$ cat src/hw/rtl/tcw_pkg.sv
// Package for the text console character writer.
// Holds the shared types, character codes and register indexes.
// Used by tcw_front, tcw_back and text_console_char_writer_unit.
package tcw_pkg;

  // Default screen size
  localparam int unsigned TCW_COLUMNS = 80;
  localparam int unsigned TCW_ROWS    = 25;

  // Depth of the queues between front, back and result port
  localparam int unsigned TCW_QUEUE_DEPTH = 2;

  // Field widths
  localparam int unsigned CHAR_W  = 8;
  localparam int unsigned POS_W   = 8;
  localparam int unsigned INDEX_W = 16;
  localparam int unsigned COLOR_W = 4;
  localparam int unsigned CFG_IDX_W  = 2;
  localparam int unsigned CFG_DATA_W = 8;

  // Request types
  localparam logic REQ_DRAW = 1'b0;
  localparam logic REQ_POS  = 1'b1;

  // Character codes
  localparam logic [CHAR_W-1:0] CH_SPACE     = 8'h20;
  localparam logic [CHAR_W-1:0] CH_NEWLINE   = 8'h0A;
  localparam logic [CHAR_W-1:0] CH_RETURN    = 8'h0D;
  localparam logic [CHAR_W-1:0] CH_BACKSPACE = 8'h08;

  // Configuration register indexes
  localparam logic [CFG_IDX_W-1:0] CFG_FOREGROUND = 2'd0;
  localparam logic [CFG_IDX_W-1:0] CFG_BACKGROUND = 2'd1;

  // Character class found by the front
  typedef enum logic [2:0] {
    CLS_PRINT,
    CLS_NEWLINE,
    CLS_RETURN,
    CLS_BACKSPACE,
    CLS_OTHER
  } cls_t;

  // Classified command handed from front to back
  typedef struct packed {
    logic                is_pos;
    cls_t                cls;
    logic [CHAR_W-1:0]   char_code;
    logic [POS_W-1:0]    pos_col;
    logic [POS_W-1:0]    pos_row;
    logic [INDEX_W-1:0]  pos_index;
  } cmd_t;

  // Result item
  typedef struct packed {
    logic                cell_write;
    logic [INDEX_W-1:0]  cell_addr;
    logic [INDEX_W-1:0]  cell_data;
    logic                cursor_update;
    logic [INDEX_W-1:0]  cursor_location;
    logic [INDEX_W-1:0]  row_now;
  } result_t;

endpackage

$ cat src/hw/rtl/text_console_char_writer_unit.sv
// Top level of the text console character writer.
// Depends on tcw_pkg, tcw_front, tcw_fifo and tcw_back.
//
//   channel  direction  handshake              payload
//   in_      input      in_push / in_full      req_type, char_code, row_req, col_req
//   out_     output     out_empty / out_pop    cell_write, cell_addr, cell_data,
//                                              cursor_update, cursor_location, row_now
//   cfg_     input      cfg_valid / cfg_ready  cfg_index, cfg_data
//
// One item per cycle sustained while the out_ side keeps popping results; the back
// computes each cursor update combinationally. An item's result reaches the out_
// ports through the command queue, then the result queue. Reset is synchronous and
// clears cursor, colors and both queues. A stalled result fills the result queue,
// then the command queue, then raises in_full. Configuration writes are always
// taken (cfg_ready is high).
module text_console_char_writer_unit
  import tcw_pkg::*;
#(
  parameter int unsigned COLUMNS = TCW_COLUMNS,
  parameter int unsigned ROWS    = TCW_ROWS
) (
  input  logic                  clk,
  input  logic                  rst_n,
  // Input channel
  input  logic                  in_push,
  output logic                  in_full,
  input  logic                  in_req_type,
  input  logic [CHAR_W-1:0]     in_char_code,
  input  logic [POS_W-1:0]      in_row_req,
  input  logic [POS_W-1:0]      in_col_req,
  // Result channel
  output logic                  out_empty,
  input  logic                  out_pop,
  output logic                  out_cell_write,
  output logic [INDEX_W-1:0]    out_cell_addr,
  output logic [INDEX_W-1:0]    out_cell_data,
  output logic                  out_cursor_update,
  output logic [INDEX_W-1:0]    out_cursor_location,
  output logic [INDEX_W-1:0]    out_row_now,
  // Configuration channel
  input  logic                  cfg_valid,
  output logic                  cfg_ready,
  input  logic [CFG_IDX_W-1:0]  cfg_index,
  input  logic [CFG_DATA_W-1:0] cfg_data
);

  logic [COLOR_W-1:0] fg_r, bg_r;
  cmd_t               front_cmd, back_cmd;
  logic               cmd_empty, cmd_pop;
  logic               res_full, res_push;
  result_t            back_res, out_res;

  // Configuration registers
  assign cfg_ready = 1'b1;

  always_ff @(posedge clk) begin
    if (!rst_n) begin
      fg_r <= '0;
      bg_r <= '0;
    end else if (cfg_valid && cfg_ready) begin
      case (cfg_index)
        CFG_FOREGROUND: fg_r <= cfg_data[COLOR_W-1:0];
        CFG_BACKGROUND: bg_r <= cfg_data[COLOR_W-1:0];
        default: begin
        end
      endcase
    end
  end

  tcw_front #(
    .COLUMNS (COLUMNS),
    .ROWS    (ROWS)
  ) u_front (
    .req_type  (in_req_type),
    .char_code (in_char_code),
    .row_req   (in_row_req),
    .col_req   (in_col_req),
    .cmd       (front_cmd)
  );

  tcw_fifo #(
    .WIDTH ($bits(cmd_t)),
    .DEPTH (TCW_QUEUE_DEPTH)
  ) u_cmd_q (
    .clk   (clk),
    .rst_n (rst_n),
    .push  (in_push),
    .wdata (front_cmd),
    .full  (in_full),
    .pop   (cmd_pop),
    .rdata (back_cmd),
    .empty (cmd_empty)
  );

  tcw_back #(
    .COLUMNS (COLUMNS),
    .ROWS    (ROWS)
  ) u_back (
    .clk       (clk),
    .rst_n     (rst_n),
    .attr      ({bg_r, fg_r}),
    .cmd       (back_cmd),
    .cmd_empty (cmd_empty),
    .cmd_pop   (cmd_pop),
    .res_full  (res_full),
    .res_push  (res_push),
    .res       (back_res)
  );

  tcw_fifo #(
    .WIDTH ($bits(result_t)),
    .DEPTH (TCW_QUEUE_DEPTH)
  ) u_res_q (
    .clk   (clk),
    .rst_n (rst_n),
    .push  (res_push),
    .wdata (back_res),
    .full  (res_full),
    .pop   (out_pop),
    .rdata (out_res),
    .empty (out_empty)
  );

  // Unpack the oldest result onto the ports
  assign out_cell_write      = out_res.cell_write;
  assign out_cell_addr       = out_res.cell_addr;
  assign out_cell_data       = out_res.cell_data;
  assign out_cursor_update   = out_res.cursor_update;
  assign out_cursor_location = out_res.cursor_location;
  assign out_row_now         = out_res.row_now;

endmodule

$ cat src/hw/rtl/tcw_fifo.sv
// Small synchronous queue built from a register array.
// Used between front and back and in front of the result port.
// Standalone: no package dependency.
module tcw_fifo #(
  parameter int unsigned WIDTH = 8,
  parameter int unsigned DEPTH = 2
) (
  input  logic             clk,
  input  logic             rst_n,
  input  logic             push,
  input  logic [WIDTH-1:0] wdata,
  output logic             full,
  input  logic             pop,
  output logic [WIDTH-1:0] rdata,
  output logic             empty
);

  localparam int unsigned PTR_W = (DEPTH > 1) ? $clog2(DEPTH) : 1;
  localparam int unsigned CNT_W = $clog2(DEPTH + 1);

  logic [WIDTH-1:0] entry_r [DEPTH];
  logic [PTR_W-1:0] wr_ptr_r, wr_ptr_nxt;
  logic [PTR_W-1:0] rd_ptr_r, rd_ptr_nxt;
  logic [CNT_W-1:0] count_r, count_nxt;
  logic             push_ok, pop_ok;

  assign full    = (count_r == CNT_W'(DEPTH));
  assign empty   = (count_r == '0);
  assign push_ok = push & ~full;
  assign pop_ok  = pop & ~empty;
  assign rdata   = entry_r[rd_ptr_r];

  // Advance pointers with wrap at the depth
  always_comb begin
    wr_ptr_nxt = wr_ptr_r;
    rd_ptr_nxt = rd_ptr_r;
    count_nxt  = count_r;
    if (push_ok) begin
      wr_ptr_nxt = (wr_ptr_r == PTR_W'(DEPTH - 1)) ? '0 : wr_ptr_r + 1'b1;
    end
    if (pop_ok) begin
      rd_ptr_nxt = (rd_ptr_r == PTR_W'(DEPTH - 1)) ? '0 : rd_ptr_r + 1'b1;
    end
    if (push_ok && !pop_ok) begin
      count_nxt = count_r + 1'b1;
    end else if (pop_ok && !push_ok) begin
      count_nxt = count_r - 1'b1;
    end
  end

  always_ff @(posedge clk) begin
    if (!rst_n) begin
      wr_ptr_r <= '0;
      rd_ptr_r <= '0;
      count_r  <= '0;
    end else begin
      wr_ptr_r <= wr_ptr_nxt;
      rd_ptr_r <= rd_ptr_nxt;
      count_r  <= count_nxt;
    end
  end

  // Store pushed data
  always_ff @(posedge clk) begin
    if (push_ok) begin
      entry_r[wr_ptr_r] <= wdata;
    end
  end

endmodule

$ cat src/hw/rtl/tcw_front.sv
// Front of the console writer: classifies a character or resolves a position.
// Depends on tcw_pkg for cmd_t, cls_t and the character codes.
// Position items are fully resolved here, as they need no cursor state.
module tcw_front
  import tcw_pkg::*;
#(
  parameter int unsigned COLUMNS = TCW_COLUMNS,
  parameter int unsigned ROWS    = TCW_ROWS
) (
  input  logic              req_type,
  input  logic [CHAR_W-1:0] char_code,
  input  logic [POS_W-1:0]  row_req,
  input  logic [POS_W-1:0]  col_req,
  output cmd_t              cmd
);

  localparam logic [POS_W-1:0] COLS_C = POS_W'(COLUMNS);
  localparam logic [POS_W-1:0] ROWS_C = POS_W'(ROWS);

  logic [POS_W-1:0] col_cap, row_cap;

  // Cap the requested position at the screen size
  assign col_cap = (col_req >= COLS_C) ? COLS_C : col_req;
  assign row_cap = (row_req >= ROWS_C) ? ROWS_C : row_req;

  always_comb begin
    cmd.is_pos    = (req_type == REQ_POS);
    cmd.char_code = char_code;
    cmd.pos_col   = col_cap;
    cmd.pos_row   = row_cap;
    // Linear index of the position; fits 16 bits for 8-bit row and column
    cmd.pos_index = INDEX_W'({8'd0, row_cap} * {8'd0, COLS_C}) + INDEX_W'(col_cap);
    // Classify the character
    if (char_code >= CH_SPACE) begin
      cmd.cls = CLS_PRINT;
    end else begin
      unique case (char_code)
        CH_NEWLINE:   cmd.cls = CLS_NEWLINE;
        CH_RETURN:    cmd.cls = CLS_RETURN;
        CH_BACKSPACE: cmd.cls = CLS_BACKSPACE;
        default:      cmd.cls = CLS_OTHER;
      endcase
    end
  end

endmodule

$ cat src/hw/rtl/tcw_back.sv
// Back of the console writer: holds the cursor and carries out commands.
// Depends on tcw_pkg for cmd_t, result_t and the class codes.
// Takes one command per cycle while the result queue has room.
module tcw_back
  import tcw_pkg::*;
#(
  parameter int unsigned COLUMNS = TCW_COLUMNS,
  parameter int unsigned ROWS    = TCW_ROWS
) (
  input  logic              clk,
  input  logic              rst_n,
  input  logic [7:0]        attr,
  input  cmd_t              cmd,
  input  logic              cmd_empty,
  output logic              cmd_pop,
  input  logic              res_full,
  output logic              res_push,
  output result_t           res
);

  localparam logic [POS_W-1:0]   COLS_C  = POS_W'(COLUMNS);
  localparam logic [INDEX_W-1:0] COLS_16 = INDEX_W'(COLUMNS);
  localparam logic [INDEX_W-1:0] ROWS_16 = INDEX_W'(ROWS);

  logic [POS_W-1:0]   column_r, column_nxt;
  logic [INDEX_W-1:0] line_r, line_nxt;
  logic [INDEX_W-1:0] index_r, index_nxt;
  logic [POS_W-1:0]   col_w;
  logic [INDEX_W-1:0] line_w;

  assign cmd_pop  = ~cmd_empty & ~res_full;
  assign res_push = cmd_pop;

  // Execute one command against the cursor
  always_comb begin
    column_nxt = column_r;
    line_nxt   = line_r;
    index_nxt  = index_r;
    res        = '0;
    // Wrap the column once it has reached the width
    if (column_r >= COLS_C) begin
      col_w  = '0;
      line_w = line_r + 1'b1;
    end else begin
      col_w  = column_r;
      line_w = line_r;
    end
    if (cmd.is_pos) begin
      column_nxt = cmd.pos_col;
      line_nxt   = INDEX_W'(cmd.pos_row);
      index_nxt  = cmd.pos_index;
    end else begin
      column_nxt = col_w;
      line_nxt   = line_w;
      case (cmd.cls)
        CLS_PRINT: begin
          res.cell_write = 1'b1;
          res.cell_addr  = index_r;
          res.cell_data  = {attr, cmd.char_code};
          index_nxt      = index_r + 1'b1;
          column_nxt     = col_w + 1'b1;
        end
        CLS_NEWLINE: begin
          index_nxt  = index_r + COLS_16 - INDEX_W'(col_w);
          column_nxt = '0;
          line_nxt   = line_w + 1'b1;
        end
        CLS_RETURN: begin
          index_nxt  = index_r - INDEX_W'(col_w);
          column_nxt = '0;
        end
        CLS_BACKSPACE: begin
          if (col_w != '0) begin
            index_nxt  = index_r - 1'b1;
            column_nxt = col_w - 1'b1;
          end
        end
        default: begin
        end
      endcase
      res.cursor_update   = 1'b1;
      res.cursor_location = index_nxt;
    end
    res.row_now = line_nxt;
  end

  always_ff @(posedge clk) begin
    if (!rst_n) begin
      column_r <= '0;
      line_r   <= '0;
      index_r  <= '0;
    end else if (cmd_pop) begin
      column_r <= column_nxt;
      line_r   <= line_nxt;
      index_r  <= index_nxt;
    end
  end

  // A cell write always comes with a cursor write
  a_write_has_cursor: assert property (@(posedge clk) disable iff (!rst_n)
    res_push && res.cell_write |-> res.cursor_update)
    else $error("cell write without cursor update");

  // The column never passes the width
  a_column_bound: assert property (@(posedge clk) disable iff (!rst_n)
    column_r <= COLS_C)
    else $error("column beyond width");

  // A printed character leaves the cursor off column zero
  a_print_advances: assert property (@(posedge clk) disable iff (!rst_n)
    cmd_pop && !cmd.is_pos && cmd.cls == CLS_PRINT |=> column_r != '0)
    else $error("print did not advance column");

  // A position command leaves the row capped
  a_pos_row_cap: assert property (@(posedge clk) disable iff (!rst_n)
    cmd_pop && cmd.is_pos |=> line_r <= ROWS_16)
    else $error("position row not capped");

endmodule
$ cat config.mk
export PLATFORM = sky130hd
export DESIGN_NAME = text_console_char_writer_unit
export DESIGN_NICKNAME = d
export VERILOG_FILES = /design/src/hw/rtl/tcw_pkg.sv /design/src/hw/rtl/text_console_char_writer_unit.sv /design/src/hw/rtl/tcw_fifo.sv /design/src/hw/rtl/tcw_front.sv /design/src/hw/rtl/tcw_back.sv
export SDC_FILE = /design/constraint.sdc
export NUM_CORES = 1
export LEC_CHECK = 0
export BUFFER_PORTS_ARGS = -buffer_cell sky130_fd_sc_hd__buf_4
export CAP_MARGIN = 0
export CORE_UTILIZATION = 28
export DETAILED_ROUTE_END_ITERATION = 6
export SLEW_MARGIN = 0
export SYNTH_ARGS = -nofsm -noshare
export SYNTH_HDL_FRONTEND = slang
export SYNTH_SLANG_ARGS = --single-unit
$ cat constraint.sdc
create_clock -name clk -period 5.15 [get_ports clk]
set_input_delay 0.515 -clock clk [delete_from_list [all_inputs] [get_ports clk]]
set_output_delay 0.515 -clock clk [all_outputs]
set_load 0.02 [all_outputs]
==> results of run 1 <==
[sequential cells by signal, indices dropped and copies added (netlist names), named ones only]
signal and flops:
u_back.line_r 16, u_cmd_q.wr_ptr_r 1, u_res_q.count_r 2, u_res_q.rd_ptr_r 1
u_back.column_r 8, u_back.index_r 16, u_res_q.wr_ptr_r 1, u_res_q.entry_r 132
u_cmd_q.entry_r 80, u_cmd_q.rd_ptr_r 1, bg_r 4, u_cmd_q.count_r 2
fg_r 4
[per-stage QoR]
| stage | area, sq um | power (mW) | std cells | utilization, % | setup slack, ns |
|---|---|---|---|---|---|
| global route | 17000 | 11.0 | 2081 | 33.6 | 0.491 |
| finish | 17000 | 10.4 | 2081 | 33.6 | 0.723 |
| detailed placement | 16000 | 8.38 | 2029 | 31.8 | 0.814 |
| global placement | 16000 | 8.32 | 2029 | 31.8 | 0.854 |
| CTS | 17000 | 10.5 | 2081 | 33.6 | 0.783 |
| floorplan | 14500 | 6.77 | 1294 | - | 0.958 |
[cell usage after synthesis (18+ instances only)]
| cell | number |
|---|---|
| a21oi_1 | 70 |
| mux2_2 | 73 |
| clkbuf_1 | 47 |
| and3_1 | 19 |
| nor2_1 | 116 |
| nand2_1 | 76 |
| xnor2_1 | 42 |
| edfxtp_1 | 212 |
| a211oi_1 | 18 |
| o21ai_0 | 68 |
| xor2_1 | 29 |
| inv_1 | 53 |
| dfxtp_1 | 58 |
| nand3_1 | 25 |
| mux2i_1 | 42 |
| ha_1 | 67 |
| nor3_1 | 18 |
[worst register-to-register path: stages (launching register included)]
cell,delay [ns]
dfxtp_2,0.48
mux2_2,0.52
nor2_1,0.21
nand2_1,0.30
inv_1,0.25
nand2_1,0.12
ha_1,0.16
inv_1,0.05
fa_1,0.41
a21oi_1,0.30
o2111ai_1,0.21
a41oi_1,0.46
o21bai_1,0.17
xor2_1,0.16
nand3_1,0.08
o211ai_1,0.16
o221a_2,0.29
[metal layers]
metal  routed length (microns)  up-vias  track usage, %
met4                       985        0            4.77
met5                         0        -               0
met1                     16100     4919            17.7
li1                          -     4972               -
met3                      1520       56            1.63
met2                     16900      268            22.3
[final timing paths]
| check | startpoint | endpoint | slack [ns] |
|---|---|---|---|
| worst max-delay path | register | u_back.index_r[12]$_SDFFE_PN0P_ | 0.72 |
| worst min-delay path | in_char_code[3] | u_cmd_q.entry_r[0][35]$_DFFE_PP_ | 0.14 |
| worst min register to register | bg_r[3]$_SDFFE_PN0P_ | bg_r[3]$_SDFFE_PN0P_ | 0.49 |
| worst max register to register | register | u_back.index_r[12]$_SDFFE_PN0P_ | 0.72 |
[layout make-up]
cell class                 instances  area [sq um]  share of cell area, %
clock inverter                    22           221                   1.30
timing repair buffer             124           931                   5.48
sequential                       270          7530                   44.3
inverter                          56           210                   1.24
clock buffer                      30           718                   4.23
tap                              672           841                   4.95
multi-input combinational        907          6530                   38.4
[kinds of logic after synthesis]
| logic type | count (synthesis) | share of synthesized area [%] |
|---|---|---|
| compound gates | 295 | 14.0 |
| xor+xnor | 71 | 4.31 |
| fa+ha+maj | 71 | 6.36 |
| buf+inv | 117 | 3.20 |
| flops | 270 | 52.1 |
| mux | 115 | 8.60 |
| other cells | 2 | 0.0520 |
| simple gates | 338 | 11.3 |
[where the power goes]
| group | internal [mW] | switching [mW] | total (mW) |
|---|---|---|---|
| Combinational | 1.92 | 2.94 | 4.86 |
| Sequential | 3.12 | 0.366 | 3.48 |
| Clock | 1.17 | 0.870 | 2.04 |
| Total | 6.21 | 4.17 | 10.4 |
==> metrics.md, run 1 <==
| Metric | Value |
|---|---|
| Worst path depth | `16` |
| Post-synth cell types | `82` |
| Die area | `52500 sq um` |
| Drt total wl | `35500 microns` |
| FFs w/ async S/R, synth | `0%` |
| N_diodes | `0` |
| Commonest non-fill, non-tap cell in the layout | `edfxtp_1` |
| CTS hold repair buffers | `0` |
| Outcome | `finished clean` |
| Largest area contributor in the synthesized netlist | `edfxtp_1` |
| Synth warnings | `0` |
| Commonest cells after routing, fill and taps aside | `edfxtp_1 (212), buf_4 (124), nor2_1 (114)` |
| Layout net count | `1498` |
| Synth top area share | `44.1%` |
| First-pass DRT Iterations | `5` |
| Port bufs | `a little over 100` |
| Pins Over Slew Limit | `0` |
| Cell chain of the critical path | `mux2_2, nor2_1, nand2_1, inv_1, nand2_1, ha_1, inv_1, fa_1, a21oi_1, o2111ai_1, a41oi_1, o21bai_1, xor2_1, nand3_1, o211ai_1, o221a_2` |
| Residual DRC count | `0` |
| Worst-margin pin slew | `roughly 1 ns` |
| Min-delay worst type | `in2reg` |
| Required @ worst endpoint | `between 5 and 6 ns` |
| Wire length per cell | `17.0 microns` |
| Core footprint | `50500 sq um` |
| Max Fclk | `about 0.23 GHz` |
| Hold slack final | `about 0.14 ns` |
| Post-synth EDFFs | `212` |
| Via-to-Cell Ratio | `4.91` |
| Initial Util | `28.6%` |
| RSZ-0062 raised after global routing | `false` |
| Dpl hpwl | `24800 microns` |
| CP Launch Type | `register` |
| Seq cells post-synth | `270` |
| Io pins | `109` |
| Max-cap violations | `0` |
| Final setup vio count | `0` |
| Slew headroom | `about a third` |
| Die Span X | `approximately 230 microns` |
| Fin Clk Skew | `between 0.02 and 0.025 ns` |
| H-Tree Level Count | `1` |
| Total GRT Usage | `13.4%` |
| Hold path cells | `1` |
| Number of global-route vias before repair | `10232` |
| Cell with the largest stage delay on the worst path | `mux2_2` |
| Final ANT Viol Nets | `0` |
| Die Y | `about 230 microns` |
| Synth Area per Inst | `11.3 sq um` |
| Synthesized area | `14400 sq um` |
| Instance count of the mapped netlist | `1279` |
| Area growth from synthesis to layout | `17.6%` |
| Antenna violations before repair | `0` |
| CTS Buf Count | `28` |
| Fin Setup TNS | `0 ns` |
| CTS Sinks | `270` |
| Critical path class | `reg2reg` |
| CP arrival | `4.89 ns` |
| Maximum VDD drop | `0.349 mV` |
| CTS root buf | `clkbuf_16` |
| R2R depth | `16` |
| Final period utilization | `86.0%` |
| Row cnt | `82` |
| Largest net degree at the start of global routing | `67` |
| CTS tree | `done` |
| Top FF cell, synth | `edfxtp_1` |
| Clk slew on worst S/H paths | `approximately 0.070 ns` |
| CP Max Fanout | `18` |
| Gr ovfl total | `0` |
| PD cells | `611 nW/um^2` |
| Initial DRC Count | `747` |
| Final Hold Viols | `0` |
| Routability cong. | `approximately 0.92` |
| Via Count | `10215` |
| Layout cells sized above 1 | `20.3%` |
| Top post-synthesis cells by area | `edfxtp_1 (44%), dfxtp_1 (8.0%), ha_1 (5.8%)` |
| Critical path's largest stage delay | `0.52 ns` |
| Tmin final | `4.43 ns` |
| CP delay by family, top | `compound AO/OA/AOI/OAI gates` |
| Lkg Pwr | `6.31 nW` |
| Sequential area share after synthesis | `52.1%` |
| Post-CTS Setup Bufs | `0` |
| Clock Latency Late Sink | `0.57 ns` |
| Clock Path Buffers | `3` |
| Worst Path Buf+Inv | `2` |
| Post-cts sizing count | `0` |
| Critical path endpoint category | `register` |
| First-pass GRT wire length | `56400 microns` |
| Layout fillers | `5054` |
Note: power is estimated with default switching activity, not from simulation.
==> inputs of run 2 (changes only) <==
--- a/config.mk
+++ b/config.mk
@@ -9,6 +9,7 @@
 export CAP_MARGIN = 0
 export CORE_UTILIZATION = 28
 export DETAILED_ROUTE_END_ITERATION = 6
+export PLACE_DENSITY = 0.5
 export SLEW_MARGIN = 0
 export SYNTH_ARGS = -nofsm -noshare
 export SYNTH_HDL_FRONTEND = slang
==> run 2 against run 1 <==
Clock skew fell by 0.0076 ns. Critical path depth fell by 1. Largest power group unchanged. Final cell count up 0.19%. Die area unchanged. Hold slack worse by 0.018 ns. Register-to-register slack hardly changed. Utilization increased by 0.13 points. Flip-flop and latch count did not move. Via count up 0.19%. First-iteration DRC count fell by 13%. Worst setup slack worse by 0.0039 ns. Clock-buffer cell count rose by 5.
==> metrics.md, run 2 (synthesis results as in run 1) <==
| Metric | Value |
|---|---|
| Outcome | `finished clean` |
| CP Max Fanout | `10` |
| Gr ovfl total | `0` |
| Critical path class | `reg2reg` |
| CTS root buf | `clkbuf_16` |
| Via-to-Cell Ratio | `4.91` |
| Final ANT Viol Nets | `0` |
| Pins Over Slew Limit | `0` |
| Clock Path Buffers | `3` |
| Total GRT Usage | `14.2%` |
| Largest net degree at the start of global routing | `67` |
| Top reg by flops | `u_res_q.entry_r` |
| Initial DRC Count | `649` |
| RSZ-0062 raised after global routing | `false` |
| Dpl hpwl | `roughly 26000 microns` |
| Post-CTS Setup Bufs | `0` |
| CP arrival | `4.94 ns` |
| CTS tree | `done` |
| Lkg Pwr | `6.33 nW` |
| Die area | `about 52000 sq um` |
| N_diodes | `0` |
| Io pins | `109` |
| Wire length per cell | `18.1 microns` |
| Post-cts sizing count | `0` |
| Maximum VDD drop | `0.303 mV` |
| Tmin final | `~4.4 ns` |
| Number of flip-flops in the largest register | `~130` |
| Initial Util | `approximately 29%` |
| Gate power share | `46.9%` |
| Placed inst area | `16100 sq um` |
| CP Launch Type | `register` |
| Design Area, Final | `17000 sq um` |
| CTS Buf Count | `30` |
| Fin Clk Skew | `0.0134 ns` |
| Sequential share of power | `32.7%` |
| Commonest non-fill, non-tap cell in the layout | `edfxtp_1` |
| Hold slack final | `between 0.1 and 0.15 ns` |
| Antenna violations before repair | `0` |
| Regs by FF count | `u_res_q.entry_r: 132 flops, u_cmd_q.entry_r: 80 flops` |
| Min-delay worst type | `in2reg` |
| Final Util | `33.8%` |
| Residual DRC count | `0` |
| PD cells | `between 600 and 700 nW/um^2` |
| Required @ worst endpoint | `5.66 ns` |
| Die Y | `approximately 230 microns` |
| Via Count | `between 10000 and 15000` |
| Routability cong. | `0.876` |
| Final Hold Viols | `0` |
| Die Span X | `229 microns` |
| Clock Latency Late Sink | `0.57 ns` |
| Final period utilization | `86.0%` |
| Max-cap violations | `0` |
| First-pass GRT wire length | `58700 microns` |
| Clk slew on worst S/H paths | `~0.060 ns` |
| Internal | `between 6 and 7 mW` |
| Core footprint | `50500 sq um` |
| Drt total wl | `around 38000 microns` |
| Number of global-route vias before repair | `10146` |
| Row cnt | `82` |
| Slew headroom | `between 20% and 30%` |
| Area growth from synthesis to layout | `18.1%` |
| Layout net count | `1500` |
| Power, Total | `10.6 mW` |
| HP Start | `in_req_type` |
| Fin Setup TNS | `0 ns` |
| CTS Sinks | `270` |
| Clock group share of total power | `20.3%` |
| CTS hold repair buffers | `0` |
| Worst-margin pin slew | `1.05 ns` |
| Max Fclk | `0.226 GHz` |
| Layout cells sized above 1 | `20.1%` |
| Port bufs | `103` |
| NetSw | `4.26 mW` |
| Critical path endpoint category | `register` |
| First-pass DRT Iterations | `5` |
| H-Tree Level Count | `1` |
| Sw frac | `40.3%` |
| Final setup vio count | `0` |
| Commonest cells after routing, fill and taps aside | `edfxtp_1 (212), buf_4 (123), nor2_1 (114)` |
-- run 2: changes by cell type in the layout (fill, tap and decap cells not counted) --
| cell | delta |
|---|---|
| clkinv_1 | +4 |
| clkbuf_16 | +3 |
| clkbuf_1 | +2 |
| clkinv_2 | -2 |
| clkinv_4 | -2 |
| and2_2 | -1 |
| and2_4 | +1 |
| buf_12 | +1 |
| buf_4 | -1 |
| clkinv_8 | -1 |
| clkinvlp_4 | +1 |
| dfxtp_2 | +1 |
| dfxtp_4 | -1 |
| inv_6 | -1 |
-- run 2: path summary, 6_finish.rpt --
kind | end | slack, ns | cells past startpoint
setup / recovery | u_back.index_r[14]$_SDFFE_PN0P_ | 0.72 | 15
hold reg to reg | fg_r[0]$_SDFFE_PN0P_ | 0.48 | 2
setup reg to reg | u_back.index_r[14]$_SDFFE_PN0P_ | 0.72 | 15
hold / removal | u_cmd_q.entry_r[1][43]$_DFFE_PP_ | 0.13 | 1
-- run 2: worst max-delay path, stage by stage (launching register included) --
cell and delay [ns]:
dfxtp_2 0.45, mux2_2 0.46, nor2_1 0.39, nand2_1 0.34, inv_1 0.36, nand2_1 0.10
ha_1 0.19, inv_1 0.07, fa_1 0.21, a21oi_1 0.13, o2111ai_1 0.31, a41oi_1 0.29
nor4_1 0.32, o21ai_0 0.13, a31oi_1 0.36, o221a_2 0.26
-- run 2: metal layers --
metal / track usage, % / wire (microns) / vias up
li1: - / - / 4982
met1: 18.9 / 17500 / 4997
met2: 23.6 / 17800 / 212
met3: 2.32 / 1810 / 43
met4: 3.75 / 694 / 0
met5: 0 / 0 / -
-- run 2: through the flow --
stage | worst slack [ns] | instances
global placement | 0.866 | 2029
CTS | 0.794 | 2085
finish | 0.719 | 2085
global route | 0.419 | 2085
detailed placement | 0.841 | 2029
floorplan | 0.958 | 1294
-- run 2: power by group through the flow --
stage | Sequential (mW) | Clock [mW] | Combinational (mW)
floorplan | 3.34 | 0 | 3.43
global placement | 3.48 | 0 | 4.94
detailed placement | 3.51 | 0 | 4.95
CTS | 3.46 | 2.21 | 4.99
global route | 3.53 | 2.29 | 5.40
finish | 3.46 | 2.15 | 4.96
-- run 2: layout make-up --
type | count | area, sq um
clock buffer | 35 | 801
clock inverter | 21 | 191
fill | 5064 | 33400
inverter | 56 | 210
multi-input combinational | 907 | 6530
sequential | 270 | 7530
tap | 672 | 841
timing repair buffer | 124 | 943
